===== config.mk =====
export PLATFORM = sky130hd
export DESIGN_NAME = rps_stream_ctrl
export DESIGN_NICKNAME = d
export VERILOG_FILES = /design/src/rtl/core/rps_pkg.sv /design/src/rtl/core/rps_stream_ctrl.sv
export SDC_FILE = /design/constraint.sdc
export NUM_CORES = 1
export LEC_CHECK = 0
export BUFFER_PORTS_ARGS = -buffer_cell sky130_fd_sc_hd__buf_2
export CORE_MARGIN = 4
export CORE_UTILIZATION = 46
export DETAILED_ROUTE_END_ITERATION = 6
export HOLD_SLACK_MARGIN = 0.1
export MAX_ROUTING_LAYER = met4
export PLACE_DENSITY = 0.8
export SYNTH_ARGS = -nofsm -noshare
export SYNTH_HDL_FRONTEND = slang
export SYNTH_SLANG_ARGS = --single-unit

===== constraint.sdc =====
create_clock -name clk -period 2.8 [get_ports clk]
set_input_delay 0.42 -clock clk [delete_from_list [all_inputs] [get_ports clk]]
set_output_delay 0.42 -clock clk [all_outputs]
set_load 0.01 [all_outputs]

===== src/rtl/core/rps_pkg.sv =====
// Package for the repeat payload suppressor: sizes, codes and the item record
// that passes from the stream front end to the match evaluation stage.
// No dependencies.
package rps_pkg;

  // Largest payload that is stored and compared, in bytes
  localparam int MAX_PAYLOAD = 1024;
  localparam int ADDR_W      = $clog2(MAX_PAYLOAD);

  // Field widths fixed by the interface
  localparam int POS_W  = 11;
  localparam int LEN_W  = 12;
  localparam int ECI_W  = 20;
  localparam int TYPE_W = 4;
  localparam int TIME_W = 48;
  localparam int WIN_W  = 16;

  localparam logic [POS_W-1:0] POS_MAX     = '1;
  localparam logic [LEN_W-1:0] LEN_LIMIT   = LEN_W'(MAX_PAYLOAD);
  localparam logic [WIN_W-1:0] WIN_RESET   = 16'd2000;

  // Item kinds
  localparam logic KIND_CHECK  = 1'b0;
  localparam logic KIND_RECORD = 1'b1;

  // One accepted beat, with the position bookkeeping already worked out
  typedef struct packed {
    logic              is_record;
    logic              in_range;
    logic              last;
    logic              len_ok;
    logic              enough;
    logic [7:0]        data_byte;
    logic [LEN_W-1:0]  len;
    logic [ECI_W-1:0]  eci;
    logic [TYPE_W-1:0] code_type;
    logic [TIME_W-1:0] now;
  } rps_item_t;

endpackage


===== src/rtl/core/rps_stream_ctrl.sv =====
// Front end: tracks the byte position within a payload, issues the byte store
// access for each accepted beat and holds the beat for the evaluation stage.
// Depends on rps_pkg.
module rps_stream_ctrl (
  input  logic                          clk,
  input  logic                          rst,
  input  logic                          accept,
  input  logic                          advance,
  input  logic                          kind,
  input  logic [7:0]                    data_byte,
  input  logic                          last_byte,
  input  logic [rps_pkg::LEN_W-1:0]     payload_length,
  input  logic [rps_pkg::ECI_W-1:0]     eci_value,
  input  logic [rps_pkg::TYPE_W-1:0]    code_type,
  input  logic [rps_pkg::TIME_W-1:0]    now_ms,
  output logic                          s1_valid,
  output rps_pkg::rps_item_t            s1_item,
  output logic                          mem_we,
  output logic                          mem_re,
  output logic [rps_pkg::ADDR_W-1:0]    mem_addr,
  output logic [7:0]                    mem_wdata
);

  logic [rps_pkg::POS_W-1:0] pos;
  logic [rps_pkg::POS_W-1:0] pos_next;
  logic [rps_pkg::LEN_W-1:0] pos_ext;
  rps_pkg::rps_item_t        item;

  // Classify the incoming beat against the current position.
  always_comb begin
    pos_ext         = {1'b0, pos};
    item.is_record  = (kind == rps_pkg::KIND_RECORD);
    item.len_ok     = (payload_length <= rps_pkg::LEN_LIMIT);
    item.in_range   = (pos_ext < payload_length) && item.len_ok;
    item.enough     = ((pos_ext + 1'b1) >= payload_length);
    item.last       = last_byte;
    item.data_byte  = data_byte;
    item.len        = payload_length;
    item.eci        = eci_value;
    item.code_type  = code_type;
    item.now        = now_ms;
  end

  // Byte store access: records write at once, checks read for the next stage.
  assign mem_addr  = pos[rps_pkg::ADDR_W-1:0];
  assign mem_wdata = data_byte;
  assign mem_we    = accept && item.is_record && item.in_range;
  assign mem_re    = accept && !item.is_record;

  // Position restarts after a final beat and saturates otherwise.
  always_comb begin
    pos_next = pos;
    if (accept) begin
      if (last_byte) begin
        pos_next = '0;
      end else if (pos != rps_pkg::POS_MAX) begin
        pos_next = pos + 1'b1;
      end
    end
  end

  always_ff @(posedge clk) begin
    if (rst) begin
      pos      <= '0;
      s1_valid <= 1'b0;
    end else begin
      pos <= pos_next;
      if (accept) begin
        s1_valid <= 1'b1;
      end else if (advance) begin
        s1_valid <= 1'b0;
      end
    end
  end

  // Beat register for the evaluation stage.
  always_ff @(posedge clk) begin
    if (accept) begin
      s1_item <= item;
    end
  end

endmodule


## After elaboration in Yosys (flattened, before gate mapping)

Index checks and enable logic that the tools add are counted.

| word-level totals | value |
|---|---|
| bits in latches | 0 |
| bits in read-only memories | 0 |
| bits of input ports | 98 |
| register bits | 109 |
| output and inout bits | 118 |
| bits in writable memories | 0 |
| memories kept | 0 |

| cells by class | value |
|---|---|
| order comparisons | 3 |
| bitwise logic cells | 0 |
| equal/unequal tests | 1 |
| shifts and indexed selects | 0 |
| $add $sub $neg | 2 |
| div/mod/pow operators | 0 |
| reductions and logical operators | 8 |
| mux-type cells | 4 |
| multipliers | 0 |

Operator list:

| cell | count |
|---|---|
| two-way mux 11 bit | 2 |
| adder 11 x 1 -> 12 bit, second input constant | 1 |
| >= comparator 12 bit | 1 |
| less-or-equal comparator 12 x 11 -> 1 bit, second input constant | 1 |
| < comparator 11 x 12 -> 1 bit | 1 |
| adder 11 x 1 -> 11 bit, second input constant | 1 |
| != test 11 bit, second input constant | 1 |
| logical AND 1 bit | 4 |
| nonzero test 2 bit | 2 |
| two-way mux 1 bit | 2 |
| AND reduction 2 bit | 1 |
| zero test 1 bit | 1 |

## Longest topological paths before layout

| depth | value |
|---|---|
| depth after elaboration | 3 |
| mapped depth | 10 |

## Worst setup path after synthesis

No wires, ideal clock.

| timing path | value |
|---|---|
| kind | register -> register |
| from | register pos[0] (netlist bit) |
| to | register s1_item[92] (netlist bit) (data pin) |
| required time | 2.538 ns |
| stages on the path, launching flop included | 10 |
| slack | 0.527 ns |
| arrival time | 2.011 ns |
| period minus slack after synthesis | 2.273 ns |
| setup time | 0.262 ns |
| buffers on the path | 0 |
| cell sequence | dfxtp_1 ha_1 nand3_1 nor3_2 nand3_1 xnor2_1 ha_1 a21o_1 a21oi_1 o21ai_0 |

RTL lines:

| what | RTL line | RTL |
|---|---|---|
| from (decl) | rps_stream_ctrl.sv:24 | `logic [rps_pkg::POS_W-1:0] pos;` |
| from (signal assigned) | rps_stream_ctrl.sv:67 | `pos <= pos_next;` |
| to (signal assigned) | rps_stream_ctrl.sv:79 | `s1_item <= item;` |
| to (decl) | rps_stream_ctrl.sv:17 | `output rps_pkg::rps_item_t s1_item,` |

## Worst setup path after layout

| timing path | value |
|---|---|
| from | register pos[9] (netlist bit) |
| to | output mem_we |

| on the way | value |
|---|---|
| cells in the longest elaborated chain, start to end | 3 |

RTL lines:

| what | RTL line | RTL |
|---|---|---|
| < comparator 11 x 12 -> 1 bit | rps_stream_ctrl.sv:34 | `item.in_range = (pos_ext < payload_length) && item.len_ok;` |
| logical AND 1 bit | rps_stream_ctrl.sv:34 |  |
| logical AND 1 bit | rps_stream_ctrl.sv:47 | `assign mem_we = accept && item.is_record && item.in_range;` |
| to (decl) | rps_stream_ctrl.sv:18 | `output logic mem_we,` |

Every way passes these cells.

==> qor.yml <==
sta:
  hold_viol: 0
  worst_slack_ps: 113
  fmax_mhz: 372
  worst_pin_slew_ps: 819
  period_needed_ps: 2690
  slew_headroom_pct: 45.4
  rsz0062_at_grt: "false"
  setup_viol: 0
  maxSlewViolCount: 0
  period_share_pct: 96.0
  skew_ps: 5.15
  fin_tns_setup_ps: 0
synth:
  synth_flop_cell: "edfxtp_1"
  synth_top_cells_by_count: "edfxtp_1 (97), ha_1 (24), buf_4 (18)"
  yosys.area_share.xor_xnor_pct: 2.01
  synth-adder-area-share_pct: 6.89
  synth-edff-count: 97
  ys_seq_area_share_pct: 72.3
  syn-instance-count: 280
  synth_top_area_share_pct: 66.8
  yosys_warnings: 0
  synth_area_leaders: "edfxtp_1 (67%), ha_1 (6.9%), dfxtp_1 (5.5%)"
  synth_top_family_by_area: "simple AND/OR/NAND/NOR gates"
  syn-cell-area_sq_mm: 0.00436
  synth_compound_area_share_pct: 5.54
  yosysUniqueCellTypes: 41
  synth.avg_cell_area_sq_um: 15.6
  synth.mux.area_fraction_pct: 0.258
  synth.most_common_cell: "edfxtp_1"
  yosysTopAreaCell: "edfxtp_1"
  syn-num-nets: 402
  synthSimpleGateAreaFrac_pct: 7.92
  ys_async_sr_fraction_pct: 0
  ys_ff_latch: 109
global_routing:
  grt_pass1_vias: 3035
  overflow: 0
  grt_util_all_layers_pct: 19.7
  grt_max_degree: 66
  antenna_found_initial: 0
  grt_pass1_wl_mm: 16.2
placed_design:
  place_congestion: 0.842
  placed_area_sq_mm: 0.00545
  io_buffers: 215
  hpwl_mm: 8.65
  place_ws_ps: 246
floorplanning:
  rows: 35
  ioPinCount: 216
  die-width_microns: 105
  dieHeight_microns: 105
  die-area_sq_mm: 0.0111
  core_area_sq_mm: 0.00924
  start_util_pct: 47.2
clock_tree:
  clockBufferDepth: 2
  cts_hold_buf: 0
  cts_buffers: 9
  post_cts_resize_count: 0
  clk_pin_slew_worst_paths_ps: 110
  post_cts_buffers: 0
  clock_sinks: 109
  cts_max_level: 3
  cts_root_buf: "clkbuf_8"
  cts_tree: "yes"
  clk_latency_ps: 360
hold_path:
  whs_path_depth: 1
  hold_path_end: "s1_item[13]$_DFFE_PP_"
  hp-start: "now_ms[13]"
  hold_path.class: "input pin to flop"
worst_setup_path:
  r2r_start: "pos[0]$_SDFFE_PP0P_"
  cpPeakStageDelay_ps: 580
  worst-path-buf-inv: 1
  cp-start-kind: "flop"
  critPathArrivalTime_ps: 2270
  r2r_end: "s1_item[92]$_DFFE_PP_"
  critPathTopFamily: "compound AO/OA/AOI/OAI gates"
  crit_fanout: 8
  rrSetupSlack_ps: 250
  worst_ep_required_time_ps: 2380
  crit_chain: "ha_1, nor2b_1, nand3_1, a2111oi_0, nor3_1, buf_2"
  cpMaxStageDelayCell: "a2111oi_0"
  end_kind: "primary output"
  critPathKind: "flop to primary output"
  reg2reg_depth: 9
power:
  p_sw_w: 0.000779
  leakagePower_nw: 2.56
  power_frac_comb_pct: 11.1
  p_clk_share_pct: 28.1
  irDropWorstVdd_mv: 0.272
  seqPwrFrac_pct: 60.8
  p_int_w: 0.00239
  power_density_mw_per_mm2: 561
  p_sw_share_pct: 24.6
cells_and_area:
  multiInputGateArea_sq_um: 986
  fill_cells: 741
  syn_to_final_growth_pct: 29.5
  ff_latch_area_sq_mm: 0.00315
  drive_gt1_share_pct: 48.3
  fin_nets: 608
  diodes: 0
  fin_area_sq_mm: 0.00564
route:
  post_drt_wl_per_cell_microns: 17.5
  drc: 0
  wl_mm: 10.9
  ant_nets: 0
  drtPass1Iterations: 4
  vias_per_cell: 4.96
  via_count: 3075
  drt_iter0_drc: 122
run_status:
  status: "complete, no violations"
job:
  maxCapViolCount: 0
area by class of cell:
cell class              instances  share of cell area [%]
flip-flops and latches        109                    55.9
repair buffers                217                    19.4
multi-input cells             133                    17.5
well taps                     129                    2.86
clock buffers                   9                    2.19
clock inverters                 7                    1.17
inverters                      16                    1.06
registers in the layout (all words and copies together), names as in the netlist:
register  flops
s1_valid      1
s1_item      97
pos          11
per-stage QoR:
stage	utilization [%]	instances	hold WS, ps	total power [W]
finish	61.1	620	223	0.00317
global route	61.1	620	181	0.00332
CTS	61.1	620	196	0.00322
detailed placement	59.0	604	475	0.00232
global placement	59.0	604	465	0.00231
floorplan	-	280	487	0.00209
worst max-delay path by stage:
stage / from / endpoint / slack (ps) / cells after the start
2_1_floorplan: pos[0]$_SDFFE_PP0P_ / s1_item[92]$_DFFE_PP_ / 530 / 9
3_3_place_gp: pos[0]$_SDFFE_PP0P_ / s1_item[92]$_DFFE_PP_ / 370 / 9
3_5_place_dp: pos[0]$_SDFFE_PP0P_ / s1_item[92]$_DFFE_PP_ / 250 / 9
4_1_cts: pos[9]$_SDFFE_PP0P_ / mem_we / 110 / 6
5_1_grt: pos[9]$_SDFFE_PP0P_ / mem_we / 3 / 6
6_report: pos[9]$_SDFFE_PP0P_ / mem_we / 110 / 6
worst reg2reg max path: cells and delay by family, from the launching register on:
kind,cells,cell delay [ps]
AO/OA/AOI/OAI,3,370
XOR/XNOR,1,150
adder cells (fa/ha/maj),2,610
flip-flops,1,470
AND/OR/NAND/NOR,3,710
cell families after synthesis:
| kind of cell | Yosys count |
|---|---|
| buffers and inverters | 38 |
| XOR/XNOR | 10 |
| AND/OR/NAND/NOR | 62 |
| flip-flops | 109 |
| AO/OA/AOI/OAI | 36 |
| adder cells (fa/ha/maj) | 24 |
| multiplexers | 1 |
power by group through the flow:
| stage | Sequential (W) | Combinational (W) | Clock [W] |
|---|---|---|---|
| finish | 0.00192 | 0.000352 | 0.000890 |
| floorplan | 0.00203 | 0.0000567 | 0 |
| global route | 0.00193 | 0.000380 | 0.00101 |
| CTS | 0.00193 | 0.000358 | 0.000937 |
| global placement | 0.00196 | 0.000349 | 0 |
| detailed placement | 0.00196 | 0.000357 | 0 |
cell usage in the layout, fill, tap and decap left out, drive strengths merged, types with 2 or more instances in the layout:
| master | n |
|---|---|
| and4 | 4 |
| a31oi | 3 |
| nor3 | 7 |
| xnor2 | 5 |
| nor4b | 2 |
| nand4 | 6 |
| a21o | 3 |
| dfxtp | 12 |
| edfxtp | 97 |
| a211o | 4 |
| xor2 | 5 |
| clkinv | 4 |
| nor2 | 10 |
| o21ai | 4 |
| buf | 217 |
| nand3 | 7 |
| inv | 19 |
| and3 | 3 |
| ha | 24 |
| a2111oi | 2 |
| nor2b | 3 |
| nor4 | 2 |
| nand2b | 2 |
| a21oi | 12 |
| nand2 | 13 |
| clkbuf | 9 |
| o21a | 2 |
per-layer routing:
metal	track usage (%)	wire length, microns	vias up
met2	35.2	5870	137
met3	6.67	919	10
met4	4.50	130	0
met1	20.9	3940	1471
li1	-	-	1457
met5	-	0	-
Power figures use the tool's default switching activity.
