## src/rtl/core/rps_pkg.sv

```systemverilog
// Package for the repeat payload suppressor: sizes, codes and the item record
// that passes from the stream front end to the match evaluation stage.
// No dependencies.
package rps_pkg;

  // Largest payload that is stored and compared, in bytes
  localparam int MAX_PAYLOAD = 1024;
  localparam int ADDR_W      = $clog2(MAX_PAYLOAD);

  // Field widths fixed by the interface
  localparam int POS_W  = 11;
  localparam int LEN_W  = 12;
  localparam int ECI_W  = 20;
  localparam int TYPE_W = 4;
  localparam int TIME_W = 48;
  localparam int WIN_W  = 16;

  localparam logic [POS_W-1:0] POS_MAX     = '1;
  localparam logic [LEN_W-1:0] LEN_LIMIT   = LEN_W'(MAX_PAYLOAD);
  localparam logic [WIN_W-1:0] WIN_RESET   = 16'd2000;

  // Item kinds
  localparam logic KIND_CHECK  = 1'b0;
  localparam logic KIND_RECORD = 1'b1;

  // One accepted beat, with the position bookkeeping already worked out
  typedef struct packed {
    logic              is_record;
    logic              in_range;
    logic              last;
    logic              len_ok;
    logic              enough;
    logic [7:0]        data_byte;
    logic [LEN_W-1:0]  len;
    logic [ECI_W-1:0]  eci;
    logic [TYPE_W-1:0] code_type;
    logic [TIME_W-1:0] now;
  } rps_item_t;

endpackage

```

## src/rtl/core/rps_match_eval.sv

```systemverilog
// Evaluation stage: compares the read byte, keeps the stored header, the
// valid mark and the running match flag, and drives the result register.
// Depends on rps_pkg.
module rps_match_eval (
  input  logic                       clk,
  input  logic                       rst,
  input  logic                       s1_valid,
  input  rps_pkg::rps_item_t         s1_item,
  input  logic [7:0]                 rd_byte,
  input  logic [rps_pkg::WIN_W-1:0]  window,
  input  logic                       out_ready,
  output logic                       advance,
  output logic                       out_valid,
  output logic                       send_allowed
);

  logic [rps_pkg::POS_W-1:0]  stored_length;
  logic [rps_pkg::ECI_W-1:0]  stored_eci;
  logic [rps_pkg::TYPE_W-1:0] stored_type;
  logic [rps_pkg::TIME_W-1:0] last_seen_time;
  logic                       entry_valid;
  logic                       bytes_match;

  logic                       produces;
  logic                       match_all;
  logic [rps_pkg::TIME_W:0]   age;
  logic                       in_window;
  logic                       hit;
  logic                       send_next;

  // A final check beat needs a free result register before it can retire.
  assign produces = s1_item.last && !s1_item.is_record;
  assign advance  = s1_valid && !(produces && out_valid && !out_ready);

  // Byte compare and the suppression decision.
  always_comb begin
    match_all = bytes_match;
    if (!s1_item.is_record && s1_item.in_range && (rd_byte != s1_item.data_byte)) begin
      match_all = 1'b0;
    end
    age       = {1'b0, s1_item.now} - {1'b0, last_seen_time};
    in_window = !age[rps_pkg::TIME_W] &&
                (age[rps_pkg::TIME_W-1:0] < {{(rps_pkg::TIME_W-rps_pkg::WIN_W){1'b0}}, window});
    hit       = entry_valid && s1_item.enough && match_all &&
                ({1'b0, stored_length} == s1_item.len) &&
                (stored_eci == s1_item.eci) && (stored_type == s1_item.code_type) &&
                in_window;
    send_next = s1_item.len_ok && !hit;
  end

  // Control state, updated as each beat retires.
  always_ff @(posedge clk) begin
    if (rst) begin
      entry_valid <= 1'b0;
      bytes_match <= 1'b1;
    end else if (advance) begin
      if (!s1_item.last) begin
        bytes_match <= match_all;
        if (s1_item.is_record && s1_item.in_range) begin
          entry_valid <= 1'b0;
        end
      end else begin
        bytes_match <= 1'b1;
        if (s1_item.is_record) begin
          if (s1_item.len_ok) begin
            entry_valid <= s1_item.enough;
          end
        end else if (s1_item.len_ok && !hit) begin
          entry_valid <= 1'b0;
        end
      end
    end
  end

  // Stored header and last-seen time.
  always_ff @(posedge clk) begin
    if (rst) begin
      stored_length  <= '0;
      stored_eci     <= '0;
      stored_type    <= '0;
      last_seen_time <= '0;
    end else if (advance && s1_item.last) begin
      if (s1_item.is_record && s1_item.len_ok) begin
        stored_length  <= s1_item.len[rps_pkg::POS_W-1:0];
        stored_eci     <= s1_item.eci;
        stored_type    <= s1_item.code_type;
        last_seen_time <= s1_item.now;
      end else if (!s1_item.is_record && s1_item.len_ok && hit) begin
        last_seen_time <= s1_item.now;
      end
    end
  end

  // Result register.
  always_ff @(posedge clk) begin
    if (rst) begin
      out_valid <= 1'b0;
    end else if (advance && produces) begin
      out_valid <= 1'b1;
    end else if (out_ready) begin
      out_valid <= 1'b0;
    end
  end

  always_ff @(posedge clk) begin
    if (advance && produces) begin
      send_allowed <= send_next;
    end
  end

endmodule

```

## config.mk

```make
export PLATFORM = sky130hd
export DESIGN_NAME = rps_match_eval
export DESIGN_NICKNAME = d
export VERILOG_FILES = /design/src/rtl/core/rps_pkg.sv /design/src/rtl/core/rps_match_eval.sv
export SDC_FILE = /design/constraint.sdc
export NUM_CORES = 1
export LEC_CHECK = 0
export BUFFER_PORTS_ARGS = -buffer_cell sky130_fd_sc_hd__buf_2
export CORE_MARGIN = 2
export CORE_UTILIZATION = 40
export DETAILED_ROUTE_END_ITERATION = 6
export HOLD_SLACK_MARGIN = 0.1
export MAX_ROUTING_LAYER = met4
export SYNTH_ARGS = -nofsm -noshare
export SYNTH_HDL_FRONTEND = slang
export SYNTH_SLANG_ARGS = --single-unit
```

## constraint.sdc

```tcl
create_clock -name clk -period 5.5 [get_ports clk]
set_input_delay 0.275 -clock clk [delete_from_list [all_inputs] [get_ports clk]]
set_output_delay 0.275 -clock clk [all_outputs]
set_load 0.02 [all_outputs]
```

* Yosys cells after proc, flatten, opt, wreduce, memory -nomap -nowiden
Cells that the tools add are included.
Cells by class: add/sub/neg operators 1, eq/ne operators 6, order comparisons 1, mux-type cells 11, reduce and logical (&&, ||, !) cells 31
Operators by type and width (number):
- two-way mux 48 bit | 2
- subtractor 48 x 48 -> 49 bit | 1
- < comparator 48 x 16 -> 1 bit | 1
- equality test 20 bit | 1
- logical AND 1 bit | 20
- equality test 11 x 12 -> 1 bit | 1
- two-way mux 1 bit | 9
- != test 8 bit | 1
- nonzero test 2 bit | 3
- zero test 1 bit | 5
- equality test 4 bit | 1
- AND reduction 2 bit | 2
- AND reduction 4 bit | 1
- != test 3 x 1 -> 1 bit, second input constant | 1
- != test 3 bit, second input constant | 1
Storage, ports and cells: logic and storage cells 58, bits of input ports 125, output and inout port bits 3, flip-flop bits (word level) 87

* Depth between registers and ports, before layout
word-level depth 14, mapped depth 24, mapped depth without buffers 21

* Worst setup path after synthesis
No wires, ideal clock.
kind in2reg, start point in s1_item[0] (netlist name), end point reg last_seen_time[10] (netlist name), stages 23, path buffers 3, setup slack 1.089 ns, arrival 4.339 ns, cell sequence inv_1 -> ha_1 -> fa_1 -> nor2b_1 -> o2111ai_1 -> a2111oi_1 -> nor2_1 -> xnor2_1 -> ha_1 -> nand2_1 -> nand4_1 -> a21oi_1 -> o2111ai_1 -> a311oi_1 -> nor4bb_1 -> nand4_1 -> a2111oi_2 -> and3_1 -> a21o_1 -> buf_4 -> buf_12 -> buf_12 -> mux2i_1
On the way: cells in the longest elaborated chain, start to end 7, elaborated cells on any way between the ends 8, classes of those cells add/sub (1); order compare (1); reduce/logical (6)
RTL lines:
- from (decl) | RTL line rps_match_eval.sv:8 | input rps_pkg::rps_item_t s1_item,
- subtractor 48 x 48 -> 49 bit (*) | RTL line rps_match_eval.sv:41 | age = {1'b0, s1_item.now} - {1'b0, last_seen_time};
- < comparator 48 x 16 -> 1 bit / zero test 1 bit (equally long branches) | RTL line rps_match_eval.sv:43, rps_match_eval.sv:42
- logical AND 1 bit (*) | RTL line rps_match_eval.sv:42 | in_window = !age[rps_pkg::TIME_W] &&
- logical AND 1 bit (*) | RTL line rps_match_eval.sv:46 | (stored_eci == s1_item.eci) && (stored_type == s1_item.code_type) &&
- logical AND 1 bit (*) | RTL line rps_match_eval.sv:88 | end else if (!s1_item.is_record && s1_item.len_ok && hit) begin
- nonzero test 2 bit (no line) (*)
- AND reduction 2 bit (no line) (*)
- to (signal assigned) | RTL line rps_match_eval.sv:87 | last_seen_time <= s1_item.now;
- to (signal assigned) | RTL line rps_match_eval.sv:89 | last_seen_time <= s1_item.now;
- to (decl) | RTL line rps_match_eval.sv:20 | logic [rps_pkg::TIME_W-1:0] last_seen_time;
Mark *: on every way between the ends. The rest lies on a longest branch, timed or not. A chain may end at the register's enable or synchronous reset.

* Final worst setup path
start point reg last_seen_time[4] (netlist name), end point reg last_seen_time[14] (netlist name)
On the way: cells in the longest elaborated chain, start to end 7, elaborated cells on any way between the ends 8, classes of those cells add/sub (1); order compare (1); reduce/logical (6)
RTL lines (RTL line):
- subtractor 48 x 48 -> 49 bit (*) | rps_match_eval.sv:41
- < comparator 48 x 16 -> 1 bit / zero test 1 bit (equally long branches) | rps_match_eval.sv:43, rps_match_eval.sv:42
- logical AND 1 bit (*) | rps_match_eval.sv:42
- logical AND 1 bit (*) | rps_match_eval.sv:46
- logical AND 1 bit (*) | rps_match_eval.sv:88
- nonzero test 2 bit (no line) (*)
- AND reduction 2 bit (no line) (*)
Marked as above.

==> flow_summary_export.csv <==
group,metric,value,unit
status,status,"completed",
grt,grt_max_degree,135,
synth,synth-edff-count,1,
synth,ys_ff_latch,87,
grt,gr-total-overflow,0,
route,vias_per_cell,5.330,
route,num_vias,7537,
synth,synthCells,1054,
route,drt_wl_total,21.35,mm
clock_tree,path_clk_slew,0.08,ns
clock_tree,root_buffer,"clkbuf_16",
timing,clock_skew,0.01274,ns
pwr,p_per_area,200.5,nW/µm²
timing,rsz0062_at_grt,"no",
min_path,holdCritPathClass,"in2reg",
synth,async_flop_share,0,
pwr,p_leak,3.417,nW
timing,fmax,0.2001,GHz
timing,hold_viol_final,0,
worst_setup_path,startpoint_type,"flop",
synth,ys.flop_type,"dfxtp_1",
die,initial_core_util,0.4080,
route,ant_nets,0,
timing,period_share,0.9085,
synth,ys_seq_area_frac,0.2198,
synth,synth_nets,1243,
clock_tree,cts_htree_levels,3,
die,io-pin-count,128,
clock_tree,ctsHoldBuffers,0,
cells_and_area,drive_gt1_frac,0.1459,
place,port_buffers,127,
cells_and_area,mostFrequentLayoutCells,"buf_2, nand2_1, nand2b_1",
worst_setup_path,slowest_stage,"ha_1",
die,core,19530,µm²
synth,synth_cell_types,76,
clock_tree,cts_made_buffers,9,
worst_setup_path,cp.arrival,5.29,ns
grt,track_usage,0.2059,
route,drc,0,
timing,report.final.setup_viol,0,
timing,tightest_slew,1.058,ns
worst_setup_path,worstPathRequired,5.79,ns
die,num_rows,51,
timing,slew_headroom,0.2945,
clock_tree,cts_tree,"done",
synth,synth.cell_area,7968,µm²
worst_setup_path,endpoint_kind,"flop",
worst_setup_path,cp_max_fo,48,
cells_and_area,area_delta_synth_final,13.03,%
grt,grt_first_pass_wirelength,35.07,mm
grt,antenna_found_initial,4,
die,die_y,145.1,µm
timing,slew_viol_final,0,
worst_setup_path,critPathMaxStageDelay,0.35,ns
worst_setup_path,reg2reg_slack,0.50,ns
clock_tree,cts.sinks,87,
clock_tree,clk_latency,0.37,ns
place,routabilityCongestion,0.9251,
timing,finalSetupTns,0,ns
clock_tree,clockBufferDepth,2,
die,fp.dieW,145.1,µm
flow_run,maxCapViolations,0,
route,drt_iter0_markers,447,
cells_and_area,layout_commonest_cell,"buf_2",
pwr,ir_worst_vdd,0.1377,mV
timing,period_minus_slack,4.997,ns
route,drtPass1Iterations,5,
route,wire_per_inst,15.10,µm
pwr,total_power,0.001805,W
place,dp_hpwl,16.52,mm
worst_setup_path,crit_path_cell_trace,"inv_1 > ha_1 > o211ai_1 > a21oi_2 > nor2_1 > o21ai_0 > a21o_1 > a21oi_1 > xnor2_1 > ha_1 > a21oi_1 > a21boi_0 > o21a_1 > o31ai_1 > o2111ai_1 > nor4bb_1 > nand4_1 > a2111oi_2 > and3_1 > a21o_2 > buf_12 > mux2i_1",
synth,synth.avg_cell_area,7.559,µm²
synth,yosysWarnings,0,
grt,grt_pass1_vias,7196,
die,die-area,21060,µm²
cells_and_area,nNetsFinal,1329,
worst_setup_path,critical_path_class,"reg2reg",
[sequential cells by signal, summed over array words and instances, names as in the netlist]
register and count:
last_seen_time 48, bytes_match 1, stored_length 11, stored_type 4, send_allowed 1, stored_eci 20
out_valid 1, entry_valid 1
[power by group]
part / switching, W / internal [W] / total [W]
logic: 0.000290 / 0.000216 / 0.000505
clock network: 0.000321 / 0.000327 / 0.000648
registers: 0.00000782 / 0.000645 / 0.000652
[logic make-up after synthesis]
family,share of synthesized area
AND/OR/NAND/NOR,0.2560
AO/OA/AOI/OAI,0.2004
buffers and inverters,0.07600
flip-flops,0.2198
XOR/XNOR,0.07585
adder cells (fa/ha/maj),0.1014
multiplexers,0.07051
[repair_timing]
action	in CTS	in global routing
gates resized for setup	0	1
setup endpoints to repair	0	48
setup buffers	0	0
[worst paths after layout]
check                                               startpoint                         endpoint  cells past startpoint
worst max-delay path            last_seen_time[4]$_SDFFE_PP0P_  last_seen_time[14]$_SDFFE_PP0P_                     22
worst min-delay path                               s1_item[60]       stored_eci[8]$_SDFFE_PP0P_                      3
worst max register to register  last_seen_time[4]$_SDFFE_PP0P_  last_seen_time[14]$_SDFFE_PP0P_                     22
worst min register to register   stored_length[8]$_SDFFE_PP0P_    stored_length[8]$_SDFFE_PP0P_                      2
[synthesized netlist by cell type, types with 7 or more instances]
| library cell | instances | area (µm²) |
|---|---|---|
| xor2_1 | 10 | 87.58 |
| nand4_1 | 28 | 175.2 |
| dfxtp_1 | 86 | 1722 |
| a21o_1 | 21 | 157.7 |
| inv_1 | 81 | 304.0 |
| a21oi_1 | 96 | 480.5 |
| nand2_1 | 124 | 465.5 |
| buf_2 | 17 | 85.08 |
| mux2i_1 | 55 | 550.5 |
| and3_1 | 10 | 62.56 |
| nand2b_1 | 103 | 644.4 |
| nor2_1 | 48 | 180.2 |
| xnor2_1 | 59 | 516.8 |
| o21ai_0 | 36 | 180.2 |
| nor3_1 | 20 | 100.1 |
| o211ai_1 | 7 | 52.55 |
| nand3_1 | 19 | 95.09 |
| clkbuf_1 | 30 | 112.6 |
| o21a_1 | 17 | 127.6 |
| ha_1 | 63 | 788.3 |
| o2111ai_1 | 7 | 61.31 |
[worst max-delay path, delay by kind of cell (launching register included)]
kind | cells | cell delay, ns
flip-flops | 1 | 0.33
multiplexers | 1 | 0.24
adder cells (fa/ha/maj) | 2 | 0.66
buffers and inverters | 2 | 0.35
AO/OA/AOI/OAI | 12 | 2.36
XOR/XNOR | 1 | 0.14
AND/OR/NAND/NOR | 4 | 0.82
[per-stage QoR]
stage	hold slack (ns)	instances	setup slack [ns]	instance area, µm²	util
3_5_place_dp	0.4593	1394	0.3165	8682	0.4446
5_1_grt	0.1576	1414	0.04970	9006	0.4612
3_3_place_gp	0.4542	1394	0.4838	8682	0.4446
6_report	0.1553	1414	0.5033	9006	0.4612
4_1_cts	0.1455	1410	0.3771	8991	0.4605
2_1_floorplan	0.4110	1054	1.089	7968	-
[per-layer routing]
metal  global-route usage  up-vias  share of wire
li1                     -     3849              -
met1               0.2588     3438           0.46
met2               0.3317      226           0.45
met3              0.04811       24          0.071
met4              0.05833        0          0.016
met5                    -        -              0
[final cells by class]
cell class,count,area (µm²)
Antenna cell,4,10.01
Timing Repair Buffer,131,680.7
Tap cell,265,331.6
Inverter,81,304.0
Clock inverter,7,83.83
Clock buffer,9,225.2
Multi-Input combinational cell,830,5619
Sequential cell,87,1752
Fill cell,2058,10520
Note: power is estimated with default switching activity, not from simulation.
